==> src/assert_macros.svh <==
// ----------------------------------------------------------------------------
// assertion macros
// Clocked assertion helpers shared by the swipe gesture detector modules.
// ----------------------------------------------------------------------------
`ifndef ASSERT_MACROS_SVH
`define ASSERT_MACROS_SVH

// property checked on every rising edge of aclk outside reset
`define ASSERT_CLK(name, prop, msg) \
    name: assert property (@(posedge aclk) disable iff (!aresetn) (prop)) \
        else $error(msg);

// condition that must never be true outside reset
`define ASSERT_NEVER(name, cond, msg) \
    name: assert property (@(posedge aclk) disable iff (!aresetn) !(cond)) \
        else $error(msg);

`endif

==> src/swg_pkg.sv <==
`timescale 1ns / 1ps
// ----------------------------------------------------------------------------
// swg_pkg
// Shared types, codes and the gesture step function of the swipe detector.
// ----------------------------------------------------------------------------
package swg_pkg;

    // widths
    localparam int DIST_BITS_DEFAULT = 16;
    localparam int THR_BITS          = 16;
    localparam int STATUS_BITS       = 8;
    localparam int TIME_BITS         = 32;
    localparam int OUT_DATA_W        = 8;
    localparam int CFG_INDEX_W       = 8;
    localparam int CFG_DATA_W        = 16;

    // register reset values
    localparam logic [THR_BITS-1:0] NEAR_THRESHOLD_RESET = 16'd500;
    localparam logic [THR_BITS-1:0] TIMEOUT_MS_RESET     = 16'd1200;

    // configuration register indexes
    localparam logic [CFG_INDEX_W-1:0] REG_NEAR_THRESHOLD = 8'd0;
    localparam logic [CFG_INDEX_W-1:0] REG_TIMEOUT_MS     = 8'd1;

    // item kinds
    localparam logic KIND_EVALUATE = 1'b0;
    localparam logic KIND_TIMEOUT  = 1'b1;

    // sensor status codes
    localparam logic [STATUS_BITS-1:0] STATUS_VALID     = 8'd0;
    localparam logic [STATUS_BITS-1:0] STATUS_ALT_VALID = 8'd7;

    // all three step marks set
    localparam logic [2:0] MARKS_ALL = 3'b111;

    typedef enum logic [2:0] {
        GEST_NONE       = 3'd0,
        GEST_DOWN_UP    = 3'd1,
        GEST_UP_DOWN    = 3'd2,
        GEST_LEFT_RIGHT = 3'd3,
        GEST_RIGHT_LEFT = 3'd4
    } gesture_t;

    // result item, gesture in the low bits
    typedef struct packed {
        logic     marks_cleared;
        gesture_t gesture;
    } result_t;

    // apply the three ordered step checks of one gesture to its marks
    // step2_on_mark2: step two is blocked by its own mark instead of step three
    function automatic logic [2:0] step_marks(
        input logic [2:0] marks,
        input logic       cond1,
        input logic       cond2,
        input logic       cond3,
        input logic       step2_on_mark2
    );
        logic [2:0] m1;
        logic [2:0] m2;
        logic [2:0] m3;
        logic       blocked;
        m1 = marks;
        if (cond1 && !marks[1] && !marks[2]) begin
            m1[0] = 1'b1;
        end
        blocked = step2_on_mark2 ? m1[1] : m1[2];
        m2 = m1;
        if (cond2 && !blocked && m1[0]) begin
            m2[1] = 1'b1;
        end
        m3 = m2;
        if (cond3 && m2[1] && m2[0]) begin
            m3[2] = 1'b1;
        end
        return m3;
    endfunction

endpackage

==> src/swg_in_stage.sv <==
`timescale 1ns / 1ps
// ----------------------------------------------------------------------------
// swg_in_stage
// Input register: holds one request until the core consumes it.
// ----------------------------------------------------------------------------
module swg_in_stage #(
    parameter int ITEM_W = 104,
    parameter int PORT_W = 104
) (
    input  logic              aclk,
    input  logic              aresetn,
    input  logic              s_tvalid,
    output logic              s_tready,
    input  logic [PORT_W-1:0] s_tdata,
    input  logic              s_tuser,
    input  logic              advance,
    output logic              item_valid,
    output logic [ITEM_W-1:0] item_data,
    output logic              item_kind
);

    logic              valid_reg;
    logic              valid_next;
    logic [ITEM_W-1:0] data_reg;
    logic              kind_reg;
    logic              load;

    // take a new request when empty or when the held one moves on
    assign s_tready = !valid_reg || advance;
    assign load     = s_tvalid && s_tready;

    always_comb begin
        valid_next = valid_reg;
        if (load) begin
            valid_next = 1'b1;
        end else if (advance) begin
            valid_next = 1'b0;
        end
    end

    always_ff @(posedge aclk) begin
        if (!aresetn) begin
            valid_reg <= 1'b0;
        end else begin
            valid_reg <= valid_next;
        end
    end

    // payload
    always_ff @(posedge aclk) begin
        if (load) begin
            data_reg <= s_tdata[ITEM_W-1:0];
            kind_reg <= s_tuser;
        end
    end

    assign item_valid = valid_reg;
    assign item_data  = data_reg;
    assign item_kind  = kind_reg;

endmodule

==> src/swg_core.sv <==
`timescale 1ns / 1ps
`include "assert_macros.svh"
// ----------------------------------------------------------------------------
// swg_core
// Gesture marks, timeout timer and result logic for one request per cycle while advance is high.
// ----------------------------------------------------------------------------
module swg_core #(
    parameter int DIST_BITS = swg_pkg::DIST_BITS_DEFAULT,
    parameter int ITEM_W    = 3 * DIST_BITS + 56
) (
    input  logic                          aclk,
    input  logic                          aresetn,
    input  logic                          advance,
    input  logic                          item_kind,
    input  logic [ITEM_W-1:0]             item_data,
    input  logic [swg_pkg::THR_BITS-1:0]  near_threshold,
    input  logic [swg_pkg::THR_BITS-1:0]  timeout_ms,
    output swg_pkg::result_t              result
);

    localparam int SB     = swg_pkg::STATUS_BITS;
    localparam int TB     = swg_pkg::TIME_BITS;
    localparam int CMP_W  = (DIST_BITS > swg_pkg::THR_BITS) ? DIST_BITS : swg_pkg::THR_BITS;
    localparam int LS_LO  = 3 * DIST_BITS;
    localparam int CS_LO  = LS_LO + SB;
    localparam int RS_LO  = CS_LO + SB;
    localparam int NOW_LO = RS_LO + SB;

    logic [2:0]    du_marks_reg, du_marks_next;
    logic [2:0]    ud_marks_reg, ud_marks_next;
    logic [2:0]    lr_marks_reg, lr_marks_next;
    logic [2:0]    rl_marks_reg, rl_marks_next;
    logic          armed_reg, armed_next;
    logic [TB-1:0] start_reg, start_next;

    logic [DIST_BITS-1:0] l_dist, c_dist, r_dist;
    logic [SB-1:0]        l_stat, c_stat, r_stat;
    logic [TB-1:0]        now;
    logic [CMP_W-1:0]     thr;
    logic                 l_near, c_near, r_near, l_far, c_far, r_far;
    logic                 l_ok, c_ok, r_ok, l_ok7, c_ok7, r_ok7;
    logic [2:0]           du_eval, ud_eval, lr_eval, rl_eval;
    logic [TB-1:0]        start_eff;
    logic [TB-1:0]        elapsed;
    logic                 expired;

    // field unpacking
    assign l_dist = item_data[DIST_BITS-1:0];
    assign c_dist = item_data[2*DIST_BITS-1:DIST_BITS];
    assign r_dist = item_data[3*DIST_BITS-1:2*DIST_BITS];
    assign l_stat = item_data[LS_LO+SB-1:LS_LO];
    assign c_stat = item_data[CS_LO+SB-1:CS_LO];
    assign r_stat = item_data[RS_LO+SB-1:RS_LO];
    assign now    = item_data[NOW_LO+TB-1:NOW_LO];

    // near / far against the threshold, equal is neither
    assign thr    = CMP_W'(near_threshold);
    assign l_near = CMP_W'(l_dist) < thr;
    assign c_near = CMP_W'(c_dist) < thr;
    assign r_near = CMP_W'(r_dist) < thr;
    assign l_far  = CMP_W'(l_dist) > thr;
    assign c_far  = CMP_W'(c_dist) > thr;
    assign r_far  = CMP_W'(r_dist) > thr;

    // status acceptance
    assign l_ok  = l_stat == swg_pkg::STATUS_VALID;
    assign c_ok  = c_stat == swg_pkg::STATUS_VALID;
    assign r_ok  = r_stat == swg_pkg::STATUS_VALID;
    assign l_ok7 = l_ok || (l_stat == swg_pkg::STATUS_ALT_VALID);
    assign c_ok7 = c_ok || (c_stat == swg_pkg::STATUS_ALT_VALID);
    assign r_ok7 = r_ok || (r_stat == swg_pkg::STATUS_ALT_VALID);

    // ordered step checks of each gesture
    assign du_eval = swg_pkg::step_marks(du_marks_reg,
        l_near && l_ok7 && c_far && r_far,
        r_near && r_ok7 && c_far,
        c_near && c_ok7, 1'b1);
    assign ud_eval = swg_pkg::step_marks(ud_marks_reg,
        c_near && c_ok && l_far && r_far,
        r_near && r_ok && l_far,
        l_near && l_ok, 1'b0);
    assign lr_eval = swg_pkg::step_marks(lr_marks_reg,
        l_near && l_ok && c_far && r_far,
        c_near && c_ok && r_far,
        r_near && r_ok, 1'b0);
    assign rl_eval = swg_pkg::step_marks(rl_marks_reg,
        r_near && r_ok && c_far && l_far,
        c_near && c_ok && l_far,
        l_near && l_ok, 1'b0);

    // timer: arm on first check, expire on wrapping difference
    assign start_eff = armed_reg ? start_reg : now;
    assign elapsed   = now - start_eff;
    assign expired   = elapsed > TB'(timeout_ms);

    // next state and result
    always_comb begin
        du_marks_next        = du_marks_reg;
        ud_marks_next        = ud_marks_reg;
        lr_marks_next        = lr_marks_reg;
        rl_marks_next        = rl_marks_reg;
        armed_next           = armed_reg;
        start_next           = start_reg;
        result.gesture       = swg_pkg::GEST_NONE;
        result.marks_cleared = 1'b0;
        if (item_kind == swg_pkg::KIND_EVALUATE) begin
            du_marks_next = du_eval;
            ud_marks_next = ud_eval;
            lr_marks_next = lr_eval;
            rl_marks_next = rl_eval;
            if (du_eval == swg_pkg::MARKS_ALL) begin
                result.gesture = swg_pkg::GEST_DOWN_UP;
            end else if (ud_eval == swg_pkg::MARKS_ALL) begin
                result.gesture = swg_pkg::GEST_UP_DOWN;
            end else if (lr_eval == swg_pkg::MARKS_ALL) begin
                result.gesture = swg_pkg::GEST_LEFT_RIGHT;
            end else if (rl_eval == swg_pkg::MARKS_ALL) begin
                result.gesture = swg_pkg::GEST_RIGHT_LEFT;
            end
        end else begin
            start_next = start_eff;
            if (expired) begin
                armed_next           = 1'b0;
                du_marks_next        = '0;
                ud_marks_next        = '0;
                lr_marks_next        = '0;
                rl_marks_next        = '0;
                result.marks_cleared = 1'b1;
            end else begin
                armed_next = 1'b1;
            end
        end
    end

    // control state
    always_ff @(posedge aclk) begin
        if (!aresetn) begin
            du_marks_reg <= '0;
            ud_marks_reg <= '0;
            lr_marks_reg <= '0;
            rl_marks_reg <= '0;
            armed_reg    <= 1'b0;
            start_reg    <= '0;
        end else if (advance) begin
            du_marks_reg <= du_marks_next;
            ud_marks_reg <= ud_marks_next;
            lr_marks_reg <= lr_marks_next;
            rl_marks_reg <= rl_marks_next;
            armed_reg    <= armed_next;
            start_reg    <= start_next;
        end
    end

    // a clearing timeout leaves every mark clear and the timer disarmed
    `ASSERT_CLK(a_clear_empties, advance && result.marks_cleared |=> du_marks_reg == 3'b000 && ud_marks_reg == 3'b000 && lr_marks_reg == 3'b000 && rl_marks_reg == 3'b000 && !armed_reg, "timeout clear left marks or timer set")
    // evaluate requests never report a clear
    `ASSERT_NEVER(a_eval_no_clear, advance && item_kind == swg_pkg::KIND_EVALUATE && result.marks_cleared, "evaluate request reported a clear")
    // down-up and right-left marks are sticky across evaluate requests
    `ASSERT_CLK(a_marks_sticky, advance && item_kind == swg_pkg::KIND_EVALUATE |=> (du_marks_reg & $past(du_marks_reg)) == $past(du_marks_reg) && (rl_marks_reg & $past(rl_marks_reg)) == $past(rl_marks_reg), "evaluate request dropped a mark")
    // a timeout check that does not clear leaves the timer armed
    `ASSERT_CLK(a_timer_arms, advance && item_kind == swg_pkg::KIND_TIMEOUT && !result.marks_cleared |=> armed_reg, "timeout check did not arm the timer")

endmodule

==> src/swg_out_stage.sv <==
`timescale 1ns / 1ps
// ----------------------------------------------------------------------------
// swg_out_stage
// Result register: holds one result until the downstream side takes it.
// ----------------------------------------------------------------------------
module swg_out_stage (
    input  logic                             aclk,
    input  logic                             aresetn,
    input  logic                             load,
    input  swg_pkg::result_t                 result,
    output logic                             space,
    output logic                             m_tvalid,
    input  logic                             m_tready,
    output logic [swg_pkg::OUT_DATA_W-1:0]   m_tdata
);

    logic             valid_reg;
    logic             valid_next;
    swg_pkg::result_t result_reg;

    // room for a new result when empty or when the held one is taken
    assign space = !valid_reg || m_tready;

    always_comb begin
        valid_next = valid_reg;
        if (load) begin
            valid_next = 1'b1;
        end else if (m_tready) begin
            valid_next = 1'b0;
        end
    end

    always_ff @(posedge aclk) begin
        if (!aresetn) begin
            valid_reg <= 1'b0;
        end else begin
            valid_reg <= valid_next;
        end
    end

    // payload
    always_ff @(posedge aclk) begin
        if (load) begin
            result_reg <= result;
        end
    end

    assign m_tvalid = valid_reg;
    assign m_tdata  = swg_pkg::OUT_DATA_W'(result_reg);

endmodule

==> src/swipe_gesture_detector.sv <==
`timescale 1ns / 1ps
// ----------------------------------------------------------------------------
// swipe_gesture_detector
// Swipe gesture detection on three proximity sensors with a mark timeout.
// ----------------------------------------------------------------------------
// Takes one request per clock and returns exactly one result per request, in
// order. A request is held in the input register and is evaluated against
// the gesture marks and timer on its way into the result register, which
// drives m_tdata; the mark and timer update is combinational logic, which
// sets the rate of one request per cycle. A result held by a low m_tready
// holds off the next request.
// tuser selects the request kind (0 evaluate readings, 1 timeout check).
// Configuration writes (index 0 near threshold, 1 timeout in ms) are taken at
// any time but should only be issued while no request is in flight.
module swipe_gesture_detector #(
    parameter int DIST_BITS = swg_pkg::DIST_BITS_DEFAULT
) (
    input  logic                              aclk,
    input  logic                              aresetn,
    // request channel
    input  logic                              s_tvalid,
    output logic                              s_tready,
    // tdata: left_distance, center_distance, right_distance, left_status,
    //        center_status, right_status, now_ms, zero fill
    input  logic [((3 * DIST_BITS + 3 * swg_pkg::STATUS_BITS + swg_pkg::TIME_BITS + 7) / 8)
                  * 8 - 1:0]                  s_tdata,
    // tuser: kind
    input  logic                              s_tuser,
    // result channel
    output logic                              m_tvalid,
    input  logic                              m_tready,
    // tdata: gesture[2:0], marks_cleared[3], zero fill
    output logic [swg_pkg::OUT_DATA_W-1:0]    m_tdata,
    // configuration write channel
    input  logic                              cfg_valid,
    output logic                              cfg_ready,
    input  logic [swg_pkg::CFG_INDEX_W-1:0]   cfg_index,
    input  logic [swg_pkg::CFG_DATA_W-1:0]    cfg_data
);

    localparam int ITEM_W   = 3 * DIST_BITS + 3 * swg_pkg::STATUS_BITS + swg_pkg::TIME_BITS;
    localparam int S_DATA_W = ((ITEM_W + 7) / 8) * 8;

    logic [swg_pkg::THR_BITS-1:0] near_threshold_reg;
    logic [swg_pkg::THR_BITS-1:0] timeout_ms_reg;
    logic                         item_valid;
    logic [ITEM_W-1:0]            item_data;
    logic                         item_kind;
    logic                         out_space;
    logic                         advance;
    swg_pkg::result_t             result;

    // configuration registers
    assign cfg_ready = 1'b1;

    always_ff @(posedge aclk) begin
        if (!aresetn) begin
            near_threshold_reg <= swg_pkg::NEAR_THRESHOLD_RESET;
            timeout_ms_reg     <= swg_pkg::TIMEOUT_MS_RESET;
        end else if (cfg_valid && cfg_ready) begin
            case (cfg_index)
                swg_pkg::REG_NEAR_THRESHOLD: near_threshold_reg <= cfg_data;
                swg_pkg::REG_TIMEOUT_MS:     timeout_ms_reg     <= cfg_data;
                default: begin
                end
            endcase
        end
    end

    // move the held request into the result register
    assign advance = item_valid && out_space;

    swg_in_stage #(
        .ITEM_W (ITEM_W),
        .PORT_W (S_DATA_W)
    ) u_in_stage (
        .aclk       (aclk),
        .aresetn    (aresetn),
        .s_tvalid   (s_tvalid),
        .s_tready   (s_tready),
        .s_tdata    (s_tdata),
        .s_tuser    (s_tuser),
        .advance    (advance),
        .item_valid (item_valid),
        .item_data  (item_data),
        .item_kind  (item_kind)
    );

    swg_core #(
        .DIST_BITS (DIST_BITS),
        .ITEM_W    (ITEM_W)
    ) u_core (
        .aclk           (aclk),
        .aresetn        (aresetn),
        .advance        (advance),
        .item_kind      (item_kind),
        .item_data      (item_data),
        .near_threshold (near_threshold_reg),
        .timeout_ms     (timeout_ms_reg),
        .result         (result)
    );

    swg_out_stage u_out_stage (
        .aclk     (aclk),
        .aresetn  (aresetn),
        .load     (advance),
        .result   (result),
        .space    (out_space),
        .m_tvalid (m_tvalid),
        .m_tready (m_tready),
        .m_tdata  (m_tdata)
    );

endmodule

==> config.mk <==
export PLATFORM = sky130hd
export DESIGN_NAME = swipe_gesture_detector
export DESIGN_NICKNAME = d
export VERILOG_FILES = /design/src/swg_pkg.sv /design/src/swg_in_stage.sv /design/src/swg_core.sv /design/src/swg_out_stage.sv /design/src/swipe_gesture_detector.sv
export VERILOG_INCLUDE_DIRS = /design/src /design/src/src
export SDC_FILE = /design/constraint.sdc
export NUM_CORES = 1
export LEC_CHECK = 0
export ABC_AREA = 1
export BUFFER_PORTS_ARGS = -buffer_cell sky130_fd_sc_hd__buf_2
export CAP_MARGIN = 10
export CELL_PAD_IN_SITES_DETAIL_PLACEMENT = 0
export CELL_PAD_IN_SITES_GLOBAL_PLACEMENT = 1
export CORE_ASPECT_RATIO = 1.25
export CORE_MARGIN = 2
export CORE_UTILIZATION = 41
export CTS_BUF_LIST = sky130_fd_sc_hd__clkbuf_4
export CTS_CLUSTER_SIZE = 30
export DETAILED_ROUTE_END_ITERATION = 16
export PLACE_DENSITY_LB_ADDON = 0.08
export SLEW_MARGIN = 20
export SYNTH_ARGS = -nofsm -noshare
export SYNTH_HDL_FRONTEND = slang
export SYNTH_HIERARCHICAL = 1
export SYNTH_SLANG_ARGS = --single-unit
==> constraint.sdc <==
create_clock -name aclk -period 6.9 [get_ports aclk]
set_input_delay 1.38 -clock aclk [delete_from_list [all_inputs] [get_ports aclk]]
set_output_delay 1.38 -clock aclk [all_outputs]
set_load 0.03 [all_outputs]
==> results.txt, run 1 <==
Synth area leader -> edfxtp_1
clock share of power -> 0.253
number of hold buffers added after cts -> 0
final worst path period share -> 0.611
drt wl/cell -> 14.8 um
# resized after CTS -> 0
first-pass GRT wire length -> 43500 um
Sw Ratio -> 0.330
Pwr per Cell Area -> 201 mW/mm2
Post-synth EDFFs -> 109
fmax -> 237 MHz
Final Max Slew Viols -> 0
ranking of synthesized cells by area -> edfxtp_1 30%, dfxtp_1 14%, nand2_1 11%, ha_1 11%, inv_1 6.0%
die width -> 150 um
drt total wl -> 27000 um
maximum clock insertion buffer count -> 2
ys async rst share -> 0
Clk Latency, worst-skew pair -> 0.60 ns
total iterations of the first detailed-routing run -> 5
IO Pins -> 145
# rows -> 66
sequential power share -> 0.519
Req. time, crit path -> 7.43 ns
ANT nets after route -> 0
register area share after synthesis -> 0.444
Logic pwr share -> 0.227
Max-slew headroom -> 0.387
RSZ-0062 raised after global routing -> no
core area -> 0.0261 mm2
pin count of the biggest net entering global routing -> 81
Leakage -> 5.65 nW
hpwl dp -> 21100 um
endpoint class of the critical path -> flop
RePlAce Congestion -> 0.903
max_cap viols -> 0
total number of yosys warnings -> 6
CTS root buf -> clkbuf_4
clock slew at reported path FFs -> 0.17 ns
PortBufs -> 139
Hold Path Class -> reg2reg
vias in the first global route -> 8473
Largest register FFs -> 104
total die area -> 0.0280 mm2
layout cells sized above 1 -> 0.153
area share of the largest cell type after synthesis -> 0.300
CTS Buf Count -> 17
Final Hold Viols -> 0
Min Hold Slack -> 0.475 ns
top_reg_cell synth -> edfxtp_1
outcome -> finished, final reports clean
starting DRC count in detailed routing -> 448
initial core utilization -> 0.419
Final Util -> 0.469
layout filler cell count -> 2693
highest net fanout along the worst path -> 19
setup repair bufs after CTS -> 0
endpoints failing setup -> 0
global route overflow -> 0
Final min period -> 4.22 ns
Yosys cell types -> 42
CTS tree -> built
synthesized instance count -> 1335
Psw -> 0.000810 W
critical path's slowest cell -> dfxtp_2
syn_area_per_cell -> 8.18 um2
sequential cell area -> 0.00486 mm2
Critical Path Max Stage Delay -> 0.71 ns
die span in y -> 187 um
register bit total from synthesis -> 188
kind of critical path -> reg2reg
total number of vias -> 8907
CTS Sinks -> 188
Post-route DRC -> 0
Slew @ Worst Pin -> 0.918 ns
P&R area growth vs syn -> 12.1%
GRT Util Overall -> 0.198
setup TNS -> 0 ns
Cell Area, Synth -> 0.0109 mm2
worst vdd ir -> 117 uV
CP Data Arrival Time -> 4.74 ns
# H-tree levels -> 4
final worst clock skew -> 0.0256 ns
PnR Total Power -> 0.00246 W
multi-input logic area -> 0.00525 mm2
Net count, final -> 1699
initial antenna violation count -> 2
Critical Path Source Type -> flop
CP Cell Sequence -> buf_4 -> mux2i_1 -> ha_1 -> nand2_1 -> inv_1 -> nand2_2 -> nor2_1 -> nor2_1 -> nand2_1 -> xor2_1 -> ha_1 -> nand4_1 -> nor2_1 -> nand4_1 -> nand2_1 -> nand3_1 -> nor2_1 -> nand3_1 -> nor2_2 -> nand2_2 -> nand2_2 -> nand2_1 -> a21oi_1
Int Power -> 0.00165 W
Avg Vias per Cell -> 4.88
==> area by class of cell <==
class                           count  share of cell area
Inverter                          181              0.0555
Sequential cell                   188               0.397
Tap cell                          340              0.0348
Multi-Input combinational cell    938               0.429
Clock buffer                       18              0.0110
Timing Repair Buffer              143              0.0603
Clock inverter                     14              0.0127
Antenna cell                        2            0.000409
==> metrics by stage <==
| stage | setup slack [ns] | cell area [um2] | instances |
|---|---|---|---|
| floorplan | 1.60 | 10900 | 1338 |
| global placement | 2.81 | 11900 | 1790 |
| detailed placement | 2.67 | 11900 | 1790 |
| CTS | 2.60 | 12200 | 1822 |
| global route | 2.24 | 12200 | 1824 |
| finish | 2.68 | 12200 | 1824 |
==> cell families after synthesis <==
logic type	share of synthesized area
simple gates	0.242
buf+inv	0.0773
flops	0.444
compound gates	0.0850
fa+ha+maj	0.111
mux	0.0275
xor+xnor	0.0128
other cells	0.000687
==> power groups by stage <==
stage	registers, W	clock network, W	logic [W]
floorplan	0.00130	0	0.000391
global placement	0.00130	0	0.000556
detailed placement	0.00130	0	0.000561
CTS	0.00128	0.000652	0.000565
global route	0.00128	0.000691	0.000640
finish	0.00128	0.000622	0.000559
==> Yosys cell counts, types with 2 or more instances <==
library cell and n:
ha_1 95, nor2_1 144, nor4b_1 2, a21oi_1 99, nand2_1 321, o21bai_1 2
nor2_4 5, nand4_1 12, o21ai_0 61, buf_2 3, nand3_2 7, nand3_1 82
mux2i_1 30, buf_1 6, clkbuf_1 13, nand2_2 13, o211ai_1 2, buf_4 6
dfxtp_1 79, xor2_1 16, nor3_1 11, edfxtp_1 109, nor4_1 2, nor2_2 10
conb_1 2, a21oi_2 5, buf_6 3, inv_2 5, or2_2 2, inv_1 176
==> critical path: cells and delay by family, from the launching register on <==
family | cells | cell delay, ns
xor gates and xnor gates | 1 | 0.17
AOI/OAI and AO/OA | 1 | 0.12
and+or+nand+nor | 16 | 1.76
buffers and inverters | 2 | 0.47
adders and majority gates | 2 | 0.62
muxes | 1 | 0.27
DFF | 1 | 0.71
==> per-layer routing <==
layer,track usage,vias up,part of all wire
met1,0.264,4033,0.47
met3,0.0281,35,0.033
met4,0.0675,0,0.024
li1,-,4661,-
met5,0,-,0
met2,0.330,178,0.48
==> cell usage in the layout, fill, tap and decap left out, types with 2 or more instances in the layout <==
cell type | Yosys | final
nand4_1 | 12 | 12
nand2_2 | 13 | 13
inv_2 | 5 | 5
xor2_1 | 16 | 16
nand3_2 | 7 | 7
o21ai_0 | 61 | 61
diode_2 | 0 | 2
buf_4 | 6 | 3
nor4_1 | 2 | 2
conb_1 | 2 | 5
inv_8 | 0 | 2
a21oi_1 | 99 | 98
inv_1 | 176 | 176
clkinv_4 | 0 | 2
dfxtp_1 | 79 | 78
mux2i_1 | 30 | 30
or2_2 | 2 | 2
ha_1 | 95 | 95
o211ai_1 | 2 | 2
clkinv_2 | 0 | 2
edfxtp_1 | 109 | 109
inv_6 | 0 | 4
buf_2 | 3 | 139
nor4b_1 | 2 | 2
nor2_4 | 5 | 5
nor2_1 | 144 | 144
a21oi_2 | 5 | 5
clkbuf_4 | 0 | 18
o21bai_1 | 2 | 2
nand3_1 | 82 | 82
nor3_1 | 11 | 11
nand2_1 | 321 | 321
nor2_2 | 10 | 10
clkinv_8 | 0 | 2
==> worst paths after layout <==
path / startpoint / to / slack, ns / cells after the start
setup / recovery: u_core/armed_reg / u_core/lr_marks_reg[1] / 2.68 / 23
hold reg to reg: u_core/lr_marks_reg[0] / u_core/lr_marks_reg[0] / 0.48 / 2
setup reg to reg: u_core/armed_reg / u_core/lr_marks_reg[1] / 2.68 / 23
hold / removal: u_core/lr_marks_reg[0] / u_core/lr_marks_reg[0] / 0.48 / 2
No activity file was read; power rests on OpenSTA's default activity.
==> run 2: changes to the inputs <==
==> constraint.sdc (replaced) <==
create_clock -name aclk -period 3.6 [get_ports aclk]
set_input_delay 0.72 -clock aclk [delete_from_list [all_inputs] [get_ports aclk]]
set_output_delay 0.72 -clock aclk [all_outputs]
set_load 0.03 [all_outputs]
==> run 2 against run 1 <==
  * The flow now finishes with violations (setup timing)
  * Global-route usage is 0.18 points higher
  * Flip-flop and latch count stayed put
  * Wire length is 4.2% higher
  * Largest cell class unchanged
==> results.txt, run 2 (synthesized netlist as in run 1, its figures left out) <==
outcome -> finished, violations left
drt wl/cell -> 14.7 um (-0.20%)
final instance area -> 0.0136 mm2 (+11%)
endpoint class of the critical path -> flop
Sw Ratio -> 0.339 (+0.00919)
crit path from -> u_core/armed_reg
layout filler cell count -> 2582 (-4.1%)
sequential cell area -> 0.00486 mm2 (about the same)
clock share of power -> 0.224 (-0.029)
fin worst setup slack -> -0.0259 ns (-2.71 ns)
Final Hold Viols -> 0 (unchanged)
critical path's slowest cell -> dfxtp_4
Leakage -> 6.15 nW (+8.8%)
Critical Path Max Stage Delay -> 0.43 ns (-0.28 ns)
RePlAce Congestion -> 0.898 (-0.56%)
Worst Min Path Start -> s_tdata[22]
GRT Util Overall -> 0.200 (+0.00184)
CTS Buf Count -> 17 (unchanged)
setup TNS -> -0.107 ns (-0.107 ns)
final non-filler cell total -> 1904 (+4.4%)
PortBufs -> 139 (unchanged)
die width -> 150 um (unchanged)
Hold Path Class -> in2reg
total iterations of the first detailed-routing run -> 5 (unchanged)
clock slew at reported path FFs -> 0.17 ns (about the same)
most frequent cells in the layout -> 283 x nand2_1, 168 x inv_1, 140 x nor2_1
first-pass GRT wire length -> 44200 um (+1.7%)
max_cap viols -> 0 (unchanged)
starting DRC count in detailed routing -> 508 (+13%)
Max-slew headroom -> 0.480 (+0.0935)
drt total wl -> 28100 um (+4.2%)
Avg Vias per Cell -> 4.87 (-0.28%)
final worst clock skew -> 0.0190 ns (-0.00657 ns)
commonest non-fill, non-tap cell in the layout -> nand2_1
FF-to-FF path depth -> 24 (+4.3%)
initial antenna violation count -> 3 (+1)
PnR Total Power -> 0.00500 W (+100%)
failing checks -> setup timing
Slew @ Worst Pin -> 0.777 ns (-0.141 ns)
CTS Sinks -> 188 (unchanged)
CTS root buf -> clkbuf_4
Final Max Slew Viols -> 0 (unchanged)
DP Area -> 0.0124 mm2 (+3.5%)
Clk Latency, worst-skew pair -> 0.60 ns (about the same)
# rows -> 66 (unchanged)
worst vdd ir -> 193 uV (+64%)
fmax -> 276 MHz (+16%)
CP Cell Sequence -> buf_12 -> mux2i_4 -> ha_4 -> nand2_2 -> nand2_4 -> nand2_2 -> nand2_2 -> o21bai_2 -> inv_2 -> nand2_2 -> xor2_1 -> ha_1 -> nand4_1 -> nor2_2 -> nand4_1 -> nand2_2 -> nand3_2 -> nor2_1 -> nand3_1 -> nor2_2 -> nand2_2 -> nand2_4 -> nand2_2 -> a21oi_2
Final Util -> 0.519 (+0.0503)
CTS tree -> built
core area -> 0.0261 mm2 (unchanged)
multi-input logic area -> 0.00595 mm2 (+13%)
Reg2Reg Launch Point -> u_core/armed_reg
sequential power share -> 0.492 (-0.027)
IO Pins -> 145 (unchanged)
Int Power -> 0.00330 W (+100%)
P&R area growth vs syn -> 24.1%
Psw -> 0.00169 W (+110%)
kind of critical path -> reg2reg
global route overflow -> 0 (unchanged)
Crit path top cell by count -> nand2_2
CP Data Arrival Time -> 4.17 ns (-0.57 ns)
r2r setup slk -> -0.03 ns (-2.71 ns)
Net count, final -> 1778 (+4.6%)
endpoints failing setup -> 9 (+9)
RSZ-0062 raised after global routing -> yes
die span in y -> 187 um (unchanged)
maximum clock insertion buffer count -> 2 (unchanged)
ANT nets after route -> 0 (unchanged)
Req. time, crit path -> 4.14 ns (-3.29 ns)
Largest register FFs -> 104 (unchanged)
hold path depth -> 1 (-1)
pin count of the biggest net entering global routing -> 74 (-8.6%)
highest net fanout along the worst path -> 7 (-12)
layout cells sized above 1 -> 0.258 (+0.105)
Pwr per Cell Area -> 369 mW/mm2 (+84%)
final worst path period share -> 1.01 (+0.396)
Post-route DRC -> 0 (unchanged)
# H-tree levels -> 4 (unchanged)
total number of vias -> 9272 (+4.1%)
dpl cells -> 1843 (+3.0%)
Logic pwr share -> 0.284 (+0.057)
initial core utilization -> 0.419 (unchanged)
Critical Path Source Type -> flop
vias in the first global route -> 9008 (+6.3%)
hpwl dp -> 21600 um (+2.6%)
total die area -> 0.0280 mm2 (unchanged)
Final min period -> 3.63 ns (-0.589 ns)
[run 2: cell count changes in the layout (fill, tap and decap cells not counted), sizes merged]
| cell | before | now |
|---|---|---|
| buf | 143 | 221 |
| bufinv | 1 | 0 |
| clkbuf | 18 | 17 |
| clkinv | 6 | 7 |
| clkinvlp | 1 | 0 |
| diode | 2 | 3 |
| inv | 187 | 189 |
| nand2 | 334 | 335 |
[run 2: layer usage]
metal	share of wire	vias to the layer above	track usage
met5	0	-	0
met4	0.022	0	0.0649
met3	0.034	33	0.0306
met2	0.48	170	0.334
met1	0.46	4240	0.265
li1	-	4829	-
[run 2: worst paths after layout]
path / to
worst max-delay path: u_core/du_marks_reg[0]
worst min-delay path: u_in_stage/item_data[22]
worst max register to register: u_core/du_marks_reg[0]
worst min register to register: u_core/rl_marks_reg[0]
[run 2: power groups by stage]
stage / Combinational, W / Clock (W) / Sequential [W]
after global routing: 0.00158 / 0.00125 / 0.00247
after global placement: 0.00118 / 0 / 0.00249
after CTS: 0.00127 / 0.00118 / 0.00245
after detailed placement: 0.00119 / 0 / 0.00249
final: 0.00142 / 0.00112 / 0.00246
after floorplan: 0.000751 / 0 / 0.00248
[run 2: layout make-up]
| type | count | share of cell area |
|---|---|---|
| Antenna cell | 3 | 0.000554 |
| Clock buffer | 17 | 0.00942 |
| Clock inverter | 15 | 0.00969 |
| Inverter | 181 | 0.0501 |
| Multi-Input combinational cell | 939 | 0.439 |
| Sequential cell | 188 | 0.358 |
| Tap cell | 340 | 0.0314 |
| Timing Repair Buffer | 221 | 0.101 |
[run 2: timing repair]
action	CTS	global route
hold buffers	0	0
cloned	1	0
buffers inserted	14	11
gates resized for setup	42	107
setup endpoints to repair	14	14
hold endpoints to repair	0	0
pin swaps	24	60
[run 2: through the flow]
step	worst slack (ns)	hold slack [ns]
floorplan	0.122	0.429
global placement	-0.241	0.442
detailed placement	-0.297	0.442
CTS	-0.0925	0.217
global route	-0.239	0.208
finish	-0.0259	0.271
[run 2: worst max-delay path: cells and delay by family (launching register included)]
kind                     cells  cell delay (ns)
flip-flops                   1             0.43
AND/OR/NAND/NOR             16             1.57
XOR/XNOR                     1             0.15
buffers and inverters        2             0.23
adder cells (fa/ha/maj)      2             0.56
multiplexers                 1             0.29
AO/OA/AOI/OAI                2             0.33
==> run 3: changes to the inputs <==
--- a/config.mk
+++ b/config.mk
@@ -9,15 +9,14 @@
 export ABC_AREA = 1
 export BUFFER_PORTS_ARGS = -buffer_cell sky130_fd_sc_hd__buf_2
 export CAP_MARGIN = 10
-export CELL_PAD_IN_SITES_DETAIL_PLACEMENT = 0
-export CELL_PAD_IN_SITES_GLOBAL_PLACEMENT = 1
 export CORE_ASPECT_RATIO = 1.25
 export CORE_MARGIN = 2
-export CORE_UTILIZATION = 41
+export CORE_UTILIZATION = 40
 export CTS_BUF_LIST = sky130_fd_sc_hd__clkbuf_4
 export CTS_CLUSTER_SIZE = 30
 export DETAILED_ROUTE_END_ITERATION = 16
 export PLACE_DENSITY_LB_ADDON = 0.08
+export SKIP_LAST_GASP = 1
 export SLEW_MARGIN = 20
 export SYNTH_ARGS = -nofsm -noshare
 export SYNTH_HDL_FRONTEND = slang
==> run 3 against run 2 <==
  * The flow still finishes with violations (setup timing)
  * Non-clock buffer count fell by 2
  * Power down 0.36%
  * Utilization fell by 2.3 points
  * Setup slack about the same
  * Fmax about the same
  * Die area grew 2.4%
  * Final cell count increased by 0.21%
==> results.txt, run 3 (synthesized netlist as in run 1, its figures left out) <==
outcome -> finished, violations left
failing checks -> setup timing
Critical Path Source Type -> flop
CTS Buf Count -> 17 (unchanged)
met3 Resource Use GR -> 0.0386 (+0.00808)
layout cells sized above 1 -> 0.233 (-0.0253)
commonest non-fill, non-tap cell in the layout -> nand2_1
Final Max Slew Viols -> 0 (unchanged)
clock slew at reported path FFs -> 0.16 ns (about the same)
r2r setup slk -> -0.03 ns (about the same)
fmax -> 276 MHz (about the same)
Net count, final -> 1776 (-0.11%)
hpwl dp -> 20800 um (-3.6%)
Req. time, crit path -> 4.08 ns (-0.06 ns)
maximum clock insertion buffer count -> 2 (unchanged)
FF-to-FF path depth -> 22 (-8.3%)
GRT Util Overall -> 0.186 (-0.0141)
endpoints failing setup -> 7 (-2)
CTS Sinks -> 188 (unchanged)
Final Hold Viols -> 0 (unchanged)
Reg2Reg Launch Point -> u_core/armed_reg
Global Route met1 Usage -> 0.217 (-0.0483)
drt total wl -> 27100 um (-3.4%)
initial core utilization -> 0.407 (-0.0114)
IO Pins -> 145 (unchanged)
RR Endpoint -> u_core/armed_reg
final instance area -> 0.0133 mm2 (-1.7%)
vias in the first global route -> 8863 (-1.6%)
CP Data Arrival Time -> 4.11 ns (-0.06 ns)
fin worst setup slack -> -0.0260 ns (-0.000129 ns)
final worst path period share -> 1.01 (about the same)
# H-tree levels -> 4 (unchanged)
die span in y -> 189 um (+1.2%)
Endpoint, Worst Hold -> u_in_stage/item_data[77]
DP Area -> 0.0123 mm2 (-0.37%)
Clk Latency, worst-skew pair -> 0.59 ns (about the same)
hold path depth -> 1 (unchanged)
core area -> 0.0268 mm2 (+2.8%)
Pwr per Cell Area -> 374 mW/mm2 (+1.4%)
CTS tree -> built
die width -> 152 um (+1.2%)
kind of critical path -> reg2reg
final worst clock skew -> 0.0301 ns (+0.0110 ns)
drt wl/cell -> 14.2 um (-3.6%)
CTS root buf -> clkbuf_4
total number of vias -> 9209 (-0.68%)
max_cap viols -> 0 (unchanged)
total die area -> 0.0287 mm2 (+2.4%)
total iterations of the first detailed-routing run -> 5 (unchanged)
Post-route DRC -> 0 (unchanged)
number of hold buffers added after cts -> 0 (unchanged)
Worst Min Path Start -> s_tdata[77]
Final min period -> 3.63 ns (+0.000129 ns)
RePlAce Congestion -> 0.896 (-0.20%)
Slew @ Worst Pin -> 0.800 ns (+0.0236 ns)
Leakage -> 6.09 nW (-0.87%)
highest net fanout along the worst path -> 7 (unchanged)
Largest register FFs -> 104 (unchanged)
PortBufs -> 139 (unchanged)
P&R area growth vs syn -> 22.0%
initial antenna violation count -> 6 (+3)
Avg Vias per Cell -> 4.83 (-0.89%)
global route overflow -> 0 (unchanged)
first-pass GRT wire length -> 42600 um (-3.6%)
RSZ-0062 raised after global routing -> yes
# rows -> 67 (+1.5%)
GR peak layer -> met2
ANT nets after route -> 0 (unchanged)
Max-slew headroom -> 0.465 (-0.0158)
most frequent cells in the layout -> 303 x nand2_1, 174 x inv_1, 142 x nor2_1
worst vdd ir -> 210 uV (+9.2%)
starting DRC count in detailed routing -> 336 (-34%)
Global Route met2 Usage -> 0.336 (+0.00155)
pin count of the biggest net entering global routing -> 59 (-20%)
Min Hold Slack -> 0.283 ns (+0.0115 ns)
endpoint class of the critical path -> flop
layout filler cell count -> 2668 (+3.3%)
Hold Path Class -> in2reg
run 3: changes by cell type in the layout (fill, tap and decap cells not counted), sizes merged:
cell      change
clkinv        -3
bufinv        +2
buf           -2
clkbuf        +2
inv           -4
clkinvlp      +3
diode         +1
run 3: routing by layer:
| metal | up-vias | part of all wire |
|---|---|---|
| met3 | 46 | 0.036 |
| li1 | 4807 | - |
| met5 | - | 0.0013 |
| met1 | 4175 | 0.42 |
| met4 | 6 | 0.028 |
| met2 | 175 | 0.51 |
run 3: worst max-delay path by stage:
stage | start | end | slack, ns | cells past startpoint
floorplan | u_core/armed_reg | u_core/lr_marks_reg[1] | 0.12 | 26
global placement | u_core/armed_reg | u_core/armed_reg | -0.15 | 24
detailed placement | u_core/armed_reg | u_core/armed_reg | -0.21 | 21
CTS | u_core/armed_reg | u_core/armed_reg | -0.01 | 21
global route | u_core/armed_reg | u_core/du_marks_reg[0] | -0.23 | 23
finish | u_core/armed_reg | u_core/armed_reg | -0.03 | 22
run 3: power by group:
group | internal, W | leakage (nW) | total (W) | switching, W
logic | 0.000578 | 4.26 | 0.00135 | 0.000767
registers | 0.00239 | 1.69 | 0.00246 | 0.0000610
clock network | 0.000431 | 0.145 | 0.00118 | 0.000746
total | 0.00340 | 6.09 | 0.00498 | 0.00157
run 3: repair_timing:
item	4_1_cts	5_1_grt
pin swaps	14	20
buffers inserted	18	7
endpoints found under the setup margin	14	14
resized for setup	26	75
gates cloned	1	0
run 3: layout make-up:
| class | count | area [um2] | area share |
|---|---|---|---|
| Timing Repair Buffer | 219 | 1320 | 0.0992 |
| Clock inverter | 13 | 139 | 0.0104 |
| Inverter | 181 | 679 | 0.0510 |
| Tap cell | 345 | 432 | 0.0324 |
| Sequential cell | 188 | 4860 | 0.365 |
| Clock buffer | 19 | 143 | 0.0107 |
| Antenna cell | 4 | 10.0 | 0.000751 |
| Multi-Input combinational cell | 939 | 5740 | 0.431 |
run 3: critical path: stages (launching register included):
cell     delay (ns)
dfxtp_4        0.47
buf_12         0.17
mux2i_2        0.24
ha_1           0.31
nand2_1        0.12
inv_1          0.07
nand2_2        0.09
nor2_1         0.06
nor2_1         0.14
nand2_2        0.08
xor2_1         0.14
ha_1           0.33
a21oi_1        0.15
o21ai_1        0.08
nor2_1         0.10
nand2_1        0.08
nand2_2        0.10
nand3_2        0.09
nor2_4         0.09
nand3_2        0.08
nor2_4         0.14
nand2_4        0.09
a21oi_2        0.29
run 3: metrics by stage:
stage / instances / setup WS [ns] / utilization / setup TNS, ns / total power, W
floorplan: 1338 / 0.122 / - / 0 / 0.00324
finish: 1908 / -0.0260 / 0.497 / -0.0908 / 0.00498
detailed placement: 1846 / -0.211 / 0.459 / -1.99 / 0.00365
CTS: 1897 / -0.0141 / 0.478 / -0.0324 / 0.00492
global placement: 1846 / -0.154 / 0.459 / -0.581 / 0.00364
global route: 1905 / -0.235 / 0.496 / -2.99 / 0.00529
